==> src/sha1md_pkg.sv <==
// sha1md_pkg: types, constants and round functions for the sha-1 message digest block
package sha1md_pkg;

    // sequencer states
    typedef enum logic [2:0] {
        ST_LOAD,
        ST_ROUND,
        ST_ADD,
        ST_PAD,
        ST_OUT
    } state_t;

    // round count of one compression
    localparam int ROUNDS = 80;
    localparam int ROUND_W = $clog2(ROUNDS);
    localparam logic [ROUND_W-1:0] ROUND_LAST = ROUND_W'(ROUNDS - 1);

    // digest words per message
    localparam int WORDS = 5;
    localparam int IDX_W = 3;
    localparam logic [IDX_W-1:0] IDX_LAST = IDX_W'(WORDS - 1);

    // block geometry in bytes
    localparam logic [5:0] FILL_LAST = 6'd63;
    localparam logic [5:0] FILL_LEN  = 6'd56;

    // padding marker byte
    localparam logic [7:0] PAD_BYTE = 8'h80;

    // round constants
    localparam logic [31:0] K0 = 32'h5A827999;
    localparam logic [31:0] K1 = 32'h6ED9EBA1;
    localparam logic [31:0] K2 = 32'h8F1BBCDC;
    localparam logic [31:0] K3 = 32'hCA62C1D6;

    // initial chaining words
    localparam logic [31:0] H_INIT [WORDS] = '{
        32'h67452301, 32'hEFCDAB89, 32'h98BADCFE, 32'h10325476, 32'hC3D2E1F0
    };

    // round boundaries
    localparam logic [ROUND_W-1:0] R20 = ROUND_W'(20);
    localparam logic [ROUND_W-1:0] R40 = ROUND_W'(40);
    localparam logic [ROUND_W-1:0] R60 = ROUND_W'(60);

    // boolean function of one round
    function automatic logic [31:0] round_f(input logic [ROUND_W-1:0] r,
                                            input logic [31:0] b,
                                            input logic [31:0] c,
                                            input logic [31:0] d);
        logic [31:0] f;
        if (r < R20) begin
            f = (b & c) | (~b & d);
        end else if (r < R40) begin
            f = b ^ c ^ d;
        end else if (r < R60) begin
            f = (b & c) | (b & d) | (c & d);
        end else begin
            f = b ^ c ^ d;
        end
        return f;
    endfunction

    // additive constant of one round
    function automatic logic [31:0] round_k(input logic [ROUND_W-1:0] r);
        logic [31:0] k;
        if (r < R20) begin
            k = K0;
        end else if (r < R40) begin
            k = K1;
        end else if (r < R60) begin
            k = K2;
        end else begin
            k = K3;
        end
        return k;
    endfunction

endpackage

==> src/sha1_message_digest_top.sv <==
// sha1_message_digest_top: byte-serial sha-1 with one shared round unit and padding sequencer
// The 64th byte of a block starts a compression (80 rounds of the single round adder, then the
// chaining update) during which no byte is accepted.
// An end transfer runs the padding one byte per cycle (rest of the block, plus a second block of
// 64 when the marker leaves no room for the length: up to 72 bytes), with one or two
// compressions, then offers the five digest words, one per output transfer.
// Reset (rst_n low, asynchronous) clears the sequencer, fill count and bit count and loads the
// initial chaining words; the schedule window, byte assembly and working registers hold no
// reset value.
module sha1_message_digest_top (
    input  logic        clk,
    input  logic        rst_n,
    input  logic        s_axis_tvalid,
    output logic        s_axis_tready,
    input  logic [7:0]  s_axis_tdata,   // [7:0] data_byte
    input  logic [0:0]  s_axis_tuser,   // [0] byte_valid
    input  logic        s_axis_tlast,   // last_byte
    output logic        m_axis_tvalid,
    input  logic        m_axis_tready,
    output logic [31:0] m_axis_tdata,   // [31:0] digest_word
    output logic [2:0]  m_axis_tuser,   // [2:0] word_index
    output logic        m_axis_tlast    // last_word
);

    localparam int RW = sha1md_pkg::ROUND_W;
    localparam int IW = sha1md_pkg::IDX_W;

    sha1md_pkg::state_t state_reg, state_next;

    logic [5:0]    fill_reg;
    logic [23:0]   word_reg;
    logic [31:0]   w_reg [16];
    logic [63:0]   msg_bits_reg;
    logic [63:0]   len_reg;
    logic          pad_first_reg;
    logic          len_ok_reg;
    logic          pad_active_reg;
    logic          finish_reg;
    logic [RW-1:0] round_reg;
    logic [31:0]   a_reg, b_reg, c_reg, d_reg, e_reg;
    logic [31:0]   h_reg [sha1md_pkg::WORDS];
    logic [IW-1:0] idx_reg;

    logic          in_xfer;
    logic          out_xfer;
    logic          out_done;
    logic          in_last;
    logic          push_en;
    logic [7:0]    push_byte;
    logic [7:0]    pad_byte;
    logic          pad_len;
    logic          block_full;
    logic [31:0]   w_new;
    logic [31:0]   t_sum;

    // handshakes
    assign in_xfer  = s_axis_tvalid && s_axis_tready;
    assign out_xfer = m_axis_tvalid && m_axis_tready;
    assign out_done = out_xfer && (idx_reg == sha1md_pkg::IDX_LAST);
    assign in_last  = in_xfer && s_axis_tlast;

    // padding byte source: marker, zeros, then the bit length big-endian
    assign pad_len = !pad_first_reg && len_ok_reg && (fill_reg >= sha1md_pkg::FILL_LEN);
    always_comb
    begin
        if (pad_first_reg) begin
            pad_byte = sha1md_pkg::PAD_BYTE;
        end else if (pad_len) begin
            pad_byte = len_reg[63:56];
        end else begin
            pad_byte = 8'h00;
        end
    end

    // byte path shared by message and padding
    assign push_en    = (in_xfer && s_axis_tuser[0]) || (state_reg == sha1md_pkg::ST_PAD);
    assign push_byte  = (state_reg == sha1md_pkg::ST_PAD) ? pad_byte : s_axis_tdata;
    assign block_full = push_en && (fill_reg == sha1md_pkg::FILL_LAST);

    // schedule expansion and round sum
    assign w_new = {w_reg[13][30:0] ^ w_reg[8][30:0] ^ w_reg[2][30:0] ^ w_reg[0][30:0],
                    w_reg[13][31] ^ w_reg[8][31] ^ w_reg[2][31] ^ w_reg[0][31]};
    assign t_sum = {a_reg[26:0], a_reg[31:27]}
                 + sha1md_pkg::round_f(round_reg, b_reg, c_reg, d_reg)
                 + e_reg + w_reg[0] + sha1md_pkg::round_k(round_reg);

    // next state
    always_comb
    begin
        state_next = state_reg;
        unique case (state_reg)
            sha1md_pkg::ST_LOAD:
            begin
                if (in_xfer) begin
                    if (block_full) begin
                        state_next = sha1md_pkg::ST_ROUND;
                    end else if (s_axis_tlast) begin
                        state_next = sha1md_pkg::ST_PAD;
                    end
                end
            end
            sha1md_pkg::ST_PAD:
            begin
                if (block_full) begin
                    state_next = sha1md_pkg::ST_ROUND;
                end
            end
            sha1md_pkg::ST_ROUND:
            begin
                if (round_reg == sha1md_pkg::ROUND_LAST) begin
                    state_next = sha1md_pkg::ST_ADD;
                end
            end
            sha1md_pkg::ST_ADD:
            begin
                if (finish_reg) begin
                    state_next = sha1md_pkg::ST_OUT;
                end else if (pad_active_reg) begin
                    state_next = sha1md_pkg::ST_PAD;
                end else begin
                    state_next = sha1md_pkg::ST_LOAD;
                end
            end
            sha1md_pkg::ST_OUT:
            begin
                if (out_done) begin
                    state_next = sha1md_pkg::ST_LOAD;
                end
            end
            default:
            begin
                state_next = sha1md_pkg::ST_LOAD;
            end
        endcase
    end

    // port outputs
    always_comb
    begin
        s_axis_tready = (state_reg == sha1md_pkg::ST_LOAD);
        m_axis_tvalid = (state_reg == sha1md_pkg::ST_OUT);
        m_axis_tdata  = h_reg[idx_reg];
        m_axis_tuser  = idx_reg;
        m_axis_tlast  = (idx_reg == sha1md_pkg::IDX_LAST);
    end

    // sequencer state
    always_ff @(posedge clk or negedge rst_n)
    begin
        if (!rst_n) begin
            state_reg <= sha1md_pkg::ST_LOAD;
        end else begin
            state_reg <= state_next;
        end
    end

    // fill count, bit count and padding control
    always_ff @(posedge clk or negedge rst_n)
    begin
        if (!rst_n) begin
            fill_reg       <= '0;
            msg_bits_reg   <= '0;
            len_reg        <= '0;
            pad_first_reg  <= 1'b0;
            len_ok_reg     <= 1'b0;
            pad_active_reg <= 1'b0;
            finish_reg     <= 1'b0;
        end else begin
            if (push_en) begin
                fill_reg <= fill_reg + 6'd1;
            end
            if (out_done) begin
                msg_bits_reg <= '0;
            end else if (in_xfer && s_axis_tuser[0]) begin
                msg_bits_reg <= msg_bits_reg + 64'd8;
            end
            if (in_last) begin
                len_reg <= msg_bits_reg + (s_axis_tuser[0] ? 64'd8 : 64'd0);
            end else if ((state_reg == sha1md_pkg::ST_PAD) && pad_len) begin
                len_reg <= {len_reg[55:0], 8'h00};
            end
            if (in_last) begin
                pad_first_reg <= 1'b1;
            end else if (state_reg == sha1md_pkg::ST_PAD) begin
                pad_first_reg <= 1'b0;
            end
            // length may go in this block only if the marker left room for it
            if ((state_reg == sha1md_pkg::ST_PAD) && block_full) begin
                len_ok_reg <= 1'b1;
            end else if ((state_reg == sha1md_pkg::ST_PAD) && pad_first_reg) begin
                len_ok_reg <= (fill_reg < sha1md_pkg::FILL_LEN);
            end
            if (in_last) begin
                pad_active_reg <= 1'b1;
            end else if (out_done) begin
                pad_active_reg <= 1'b0;
            end
            if ((state_reg == sha1md_pkg::ST_PAD) && block_full && pad_len) begin
                finish_reg <= 1'b1;
            end else if (out_done) begin
                finish_reg <= 1'b0;
            end
        end
    end

    // byte assembly and schedule window
    always_ff @(posedge clk)
    begin
        if (push_en) begin
            word_reg <= {word_reg[15:0], push_byte};
        end
        if (push_en && (fill_reg[1:0] == 2'd3)) begin
            for (int i = 0; i < 15; i++) begin
                w_reg[i] <= w_reg[i+1];
            end
            w_reg[15] <= {word_reg, push_byte};
        end else if (state_reg == sha1md_pkg::ST_ROUND) begin
            for (int i = 0; i < 15; i++) begin
                w_reg[i] <= w_reg[i+1];
            end
            w_reg[15] <= w_new;
        end
    end

    // round counter
    always_ff @(posedge clk or negedge rst_n)
    begin
        if (!rst_n) begin
            round_reg <= '0;
        end else if (state_reg == sha1md_pkg::ST_ROUND) begin
            round_reg <= (round_reg == sha1md_pkg::ROUND_LAST) ? '0 : round_reg + RW'(1);
        end
    end

    // working variables of the round unit
    always_ff @(posedge clk)
    begin
        if (block_full) begin
            a_reg <= h_reg[0];
            b_reg <= h_reg[1];
            c_reg <= h_reg[2];
            d_reg <= h_reg[3];
            e_reg <= h_reg[4];
        end else if (state_reg == sha1md_pkg::ST_ROUND) begin
            a_reg <= t_sum;
            b_reg <= a_reg;
            c_reg <= {b_reg[1:0], b_reg[31:2]};
            d_reg <= c_reg;
            e_reg <= d_reg;
        end
    end

    // chaining words and output word index
    always_ff @(posedge clk or negedge rst_n)
    begin
        if (!rst_n) begin
            for (int i = 0; i < sha1md_pkg::WORDS; i++) begin
                h_reg[i] <= sha1md_pkg::H_INIT[i];
            end
            idx_reg <= '0;
        end else begin
            if (state_reg == sha1md_pkg::ST_ADD) begin
                h_reg[0] <= h_reg[0] + a_reg;
                h_reg[1] <= h_reg[1] + b_reg;
                h_reg[2] <= h_reg[2] + c_reg;
                h_reg[3] <= h_reg[3] + d_reg;
                h_reg[4] <= h_reg[4] + e_reg;
            end else if (out_done) begin
                for (int i = 0; i < sha1md_pkg::WORDS; i++) begin
                    h_reg[i] <= sha1md_pkg::H_INIT[i];
                end
            end
            if (out_done) begin
                idx_reg <= '0;
            end else if (out_xfer) begin
                idx_reg <= idx_reg + IW'(1);
            end
        end
    end

    // input and output sides never open together
    assert property (@(posedge clk) disable iff (!rst_n)
        !(s_axis_tready && m_axis_tvalid))
        else $error("input and output open together");

    // a full block from the input always starts a compression
    assert property (@(posedge clk) disable iff (!rst_n)
        (in_xfer && block_full) |=> (state_reg == sha1md_pkg::ST_ROUND))
        else $error("full block did not start compression");

    // digest is offered only after a chaining update
    assert property (@(posedge clk) disable iff (!rst_n)
        $rose(m_axis_tvalid) |-> $past(state_reg == sha1md_pkg::ST_ADD))
        else $error("digest offered without compression");

    // word index stays within the digest
    assert property (@(posedge clk) disable iff (!rst_n)
        m_axis_tvalid |-> (idx_reg <= sha1md_pkg::IDX_LAST))
        else $error("word index out of range");

    // round counter idles at zero outside compression
    assert property (@(posedge clk) disable iff (!rst_n)
        (state_reg != sha1md_pkg::ST_ROUND) |-> (round_reg == '0))
        else $error("round counter left running");

endmodule

==> config.mk <==
export PLATFORM = sky130hd
export DESIGN_NAME = sha1_message_digest_top
export DESIGN_NICKNAME = d
export VERILOG_FILES = /design/src/sha1md_pkg.sv /design/src/sha1_message_digest_top.sv
export SDC_FILE = /design/constraint.sdc
export NUM_CORES = 2
export LEC_CHECK = 0
export BUFFER_PORTS_ARGS = -buffer_cell sky130_fd_sc_hd__buf_2
export CAP_MARGIN = 20
export CELL_PAD_IN_SITES_DETAIL_PLACEMENT = 1
export CELL_PAD_IN_SITES_GLOBAL_PLACEMENT = 1
export CORE_MARGIN = 2
export CORE_UTILIZATION = 47
export CTS_BUF_LIST = sky130_fd_sc_hd__clkbuf_16
export DETAILED_ROUTE_END_ITERATION = 8
export GPL_TIMING_DRIVEN = 0
export PLACE_DENSITY_LB_ADDON = 0.05
export RECOVER_POWER = 100
export SLEW_MARGIN = 20
export SYNTH_ARGS = -nofsm -noshare
export SYNTH_HDL_FRONTEND = slang
export SYNTH_SLANG_ARGS = --single-unit
==> constraint.sdc <==
create_clock -name clk -period 15.8 [get_ports clk]
set_clock_uncertainty 0.2 [all_clocks]
set_input_delay 0 -clock clk [delete_from_list [all_inputs] [get_ports clk]]
set_output_delay 0 -clock clk [all_outputs]
set_load 0.02 [all_outputs]
; ---- After elaboration in Yosys (flattened, before gate mapping)
; Memory sizes are Yosys's and may differ from the RTL's.
; Index checks and enable logic that the tools add are counted.
; W data, S select, Z words.
[totals]
elab_cells = 183
in_bits = 14
ram_bits = 512
n_memories = 1
out_inout_bits = 38
regBits = 495
[classes]
n_addsub = 14
n_bitwise = 33
n_reduce_logical = 26
eq_ne = 13
mux = 69
n_lt_le_gt_ge = 6
[mem_list]
columns = name, depth, width, read_ports, rd_clocked_by_memory_dff, wr, line_no
row1 = w_reg, 16, 32, 16, 0, 16, sha1_message_digest_top.sv:32  ; logic [31:0] w_reg [16];
[op_table]
columns = operator, n
row1 = $mux W32, 33
row2 = $mux W160, 2
row3 = $add A32 B32 Y32, 9
row4 = $mux W64, 4
row5 = $and A32 B32 Y32, 4
row6 = $bmux W32 S3, 1
row7 = $or A32 B32 Y32, 3
row8 = $xor A31 B31 Y31, 3
row9 = $add A64 B4 Y64, 1
row10 = $add A64 B4 Y64 const B, 1
row11 = $xor A32 B32 Y32, 2
row12 = $not A32 Y32, 1
row13 = $mux W31, 1
row14 = $mux W3, 9
row15 = $mux W8, 3
row16 = $reduce_bool A2 Y1, 9
row17 = $or A1 B1 Y1, 16
row18 = $pmux W3 S5, 1
row19 = $lt A7 B6 Y1 const B, 2
row20 = $logic_and A1 B1 Y1, 13
row21 = $mux W1, 12
row22 = $add A7 B1 Y7 const B, 1
row23 = $eq A7 B7 Y1 const B, 1
row24 = $lt A7 B5 Y1 const B, 1
row25 = 22 further kinds, 28

; ---- Depth between registers and ports, before layout
[depth]
word_depth = 12
depth_mapped = 26
depth_no_buf = 25

; ---- Worst setup path before layout
; Ideal clock, no wire load.
[synth_path]
kind = flip-flop to flip-flop
start = reg state_reg[1]
end = mem w_reg[0][0] (enable)
period_less_slack_ns = 15.540
path_buffers = 3
t_arrival_ns = 14.369
slack_ns = 0.260
stages_incl_launch_ff = 9
setup_ns = 0.971
path_cell_list = dfrtp_1 buf_2 nor2_1 nand3_1 a21oi_2 and2_1 buf_2 clkbuf_1 nand2b_1
[synth_rtl]
columns = item, line_no
row1 = "start, declared", sha1_message_digest_top.sv:28  ; sha1md_pkg::state_t state_reg, state_next;
row2 = "start signal, assigned", sha1_message_digest_top.sv:151  ; state_reg <= sha1md_pkg::ST_LOAD;
row3 = "start signal, assigned", sha1_message_digest_top.sv:153  ; state_reg <= state_next;
row4 = "end, declared", sha1_message_digest_top.sv:32

==> impl_metrics.env <==
export IMPL_crit_top_cell="clkbuf_1"
export IMPL_cts_tree="built"
export IMPL_drt_first_iter_violations=3234
export IMPL_net_count_of_the_mapped_netlist=4904
export IMPL_io_buffer_count=51
export IMPL_cts_buffer_depth=3
export IMPL_design_core_area_mm2=0.1090
export IMPL_global_route_usage_total_pct=30.74
export IMPL_path_buf_inv=6
export IMPL_worst_path_max_fanout=58
export IMPL_crit_path_cell_trace="clkbuf_1 > nor2_1 > nand3_1 > a21oi_1 > and2_0 > clkbuf_1 > clkbuf_1 > nand2b_1 > clkbuf_1 > clkbuf_1 > clkbuf_1"
export IMPL_die_w_um=335.9
export IMPL_fp_dieArea_mm2=0.1128
export IMPL_number_of_flops_mapped_to_enable_cells_by_yosys=696
export IMPL_yosys_area_top_type="edfxtp_1"
export IMPL_number_of_antenna_violations_at_the_first_check_in_global_routing=7
export IMPL_drc_errors=0
export IMPL_synth_avg_cell_area_um2=11.35
export IMPL_routed_wire_length_per_instance_um=27.28
export IMPL_yosysWarnings=0
export IMPL_end_kind="register"
export IMPL_worst_hold_path_type="primary input to register"
export IMPL_root_buffer="clkbuf_16"
export IMPL_ys_ff_latch=1001
export IMPL_critical_path_class="register to register"
export IMPL_synth_cells_most_frequent="nand2_1, edfxtp_1, o21ai_0"
export IMPL_synth_top_area_share_pct=40.36
export IMPL_arrival_ps=11220
export IMPL_grt_pass1_wl_um=253900
export IMPL_run_status="complete, but fails checks"
export IMPL_nets=5102
export IMPL_finalSetupTns_ps=0
export IMPL_place_congestion=0.9401
export IMPL_number_of_global_route_vias_before_repair=37850
export IMPL_source_to_sink_clock_delay_at_the_later_pin_of_the_worst_skew_pair_ps=740
export IMPL_fin_crit_ps=11140
export IMPL_max_slew_margin_rel_pct=-173.7
export IMPL_fillers=11590
export IMPL_worst_path_dominant_cell_family="buffers and inverters"
export IMPL_postSynthCellCount=4564
export IMPL_total_i_o_pin_count=52
export IMPL_synthDistinctLibCells=76
export IMPL_syn2layout_area_growth_pct=11.16
export IMPL_vias=36730
export IMPL_fmaxAchievable_mhz=89.77
export IMPL_largest_register_ff_count=512
export IMPL_cp_peak_stage_delay_ps=2270
export IMPL_worst_setup_hold_path_clk_slew_ps=60
export IMPL_mappedNetlistArea_mm2=0.05178
export IMPL_avgViaCountPerCell=5.856
export IMPL_routed_wl_um=171100
export IMPL_cts_htree_levels=3
export IMPL_synth_most_common_cell="nand2_1"
export IMPL_min_path_cells=3
export IMPL_antenna_diode_count=0
export IMPL_seq_area_frac_synth_pct=55.29
export IMPL_drt_antenna_violating_nets=0
export IMPL_starting_density_of_the_core_pct=47.51
export IMPL_global_route_overflow_total=0
export IMPL_setup_viol_count_final=0
export IMPL_proportion_of_layout_cells_with_a_drive_suffix_above_1_pct=6.506
export IMPL_synth_area_leaders="edfxtp_1, dfrtp_1, nand2_1, ha_1, fa_1"
export IMPL_dominantRegCellSynth="edfxtp_1"
export IMPL_cts_sinks=1001
export IMPL_post_dp_hpwl_um=129400
export IMPL_rsz0062_at_grt="no"
export IMPL_violated_checks="max-capacitance violations, max-slew violations"
export IMPL_cts_inserted_buffers=108
export IMPL_die_height_um=335.9
export IMPL_worst_r2r_path_depth=11
export IMPL_crit_cells=11
export IMPL_synth_async_sr_flop_share_pct=30.47
export IMPL_finalHoldViolations=0
export IMPL_critical_path_startpoint_type="register"
export IMPL_cts_resized_gates=0
export IMPL_total_of_max_cap_violations=19
export IMPL_number_of_core_rows=121
export IMPL_slew_violations=873
export IMPL_grt_start_max_net_pins=88
export IMPL_slew_at_the_pin_closest_to_its_max_slew_limit_ps=4105
export IMPL_drt_pre_antenna_iters=7
export IMPL_period_share_pct=70.50
export IMPL_critPathSlowestCell="clkbuf_1"
export IMPL_cp_data_required_time_ps=15880
-- through the flow --
| stage | area [µm²] | setup WS [ps] | std cells | hold slack (ps) | util (%) |
|---|---|---|---|---|---|
| after global routing | 57560 | 3527 | 6271 | 77.50 | 52.81 |
| after CTS | 58040 | 6871 | 6271 | 38.24 | 53.24 |
| after detailed placement | 54330 | 6886 | 6048 | -248.3 | 49.85 |
| after floorplan | 51780 | 260.2 | 4564 | -495.6 | - |
| after global placement | 53810 | -5333 | 6029 | 200.4 | 49.36 |
| final | 57560 | 4660 | 6271 | 89.15 | 52.81 |
-- per-layer routing --
layer	global-route usage [%]	part of all wire (%)
met4	8.215	2.8
met2	48.29	46
met3	4.850	6.2
met1	44.48	45
met5	0	0.0064
-- repair_timing --
| action | in CTS | in global routing |
|---|---|---|
| setup endpoints to repair | 0 | 0 |
| hold endpoints to repair | 265 | 0 |
| hold buffers | 18 | 0 |
| buffers inserted | 0 | 0 |
-- worst min-delay path, cell delays in order --
cell	delay, ps
dlygate4sd3_1	520
buf_2	170
a22o_1	180
-- cells by family after synthesis --
| logic type | after synthesis | share of synthesized area, % |
|---|---|---|
| adder cells (fa/ha/maj) | 326 | 9.689 |
| AND/OR/NAND/NOR | 1366 | 11.47 |
| multiplexers | 122 | 3.136 |
| AO/OA/AOI/OAI | 911 | 10.66 |
| flip-flops | 1001 | 55.29 |
| buffers and inverters | 458 | 3.327 |
| XOR/XNOR | 380 | 6.427 |
-- placed cells by master, fill, tap and decap left out, types with 110 or more instances in the layout --
cell       netlist  final
edfxtp_1       696    696
clkbuf_16        0    110
inv_1          277    311
xor2_1         144    144
nor2_1         259    259
xnor2_1        236    236
o21ai_0        352    359
fa_1           125    125
ha_1           201    201
nand2_1        719    719
nand3_1        113    113
a21oi_1        234    235
dfrtp_1        225    225
clkbuf_1       159    215
-- layout make-up --
class	count	area, µm²	share of cell area, %
repair buffers	88	515.5	0.8956
clock buffers	110	2753	4.782
flip-flops and latches	1001	28630	49.74
inverters	279	1047	1.819
well taps	1414	1769	3.074
multi-input cells	3105	21400	37.19
plain buffers	179	683.2	1.187
clock inverters	95	755.7	1.313
-- path summary, 6_finish.rpt --
| kind | start | endpoint | slack [ps] |
|---|---|---|---|
| setup / recovery | state_reg[1] | w_reg[0][116] | 4660 |
| hold / removal | s_axis_tdata[1] | word_reg[1] | 90 |
| setup reg to reg | state_reg[1] | w_reg[0][116] | 4660 |
| hold reg to reg | w_reg[1][218] | w_reg[1][186] | 190 |
| max in group asynchronous | rst_n | len_reg[60] | 6170 |
| min in group asynchronous | rst_n | m_axis_tuser[2] | 1440 |
Power is left out: the tool's default activity adds up to more than one toggle a clock period on the data nets, which glitch-free logic cannot reach.
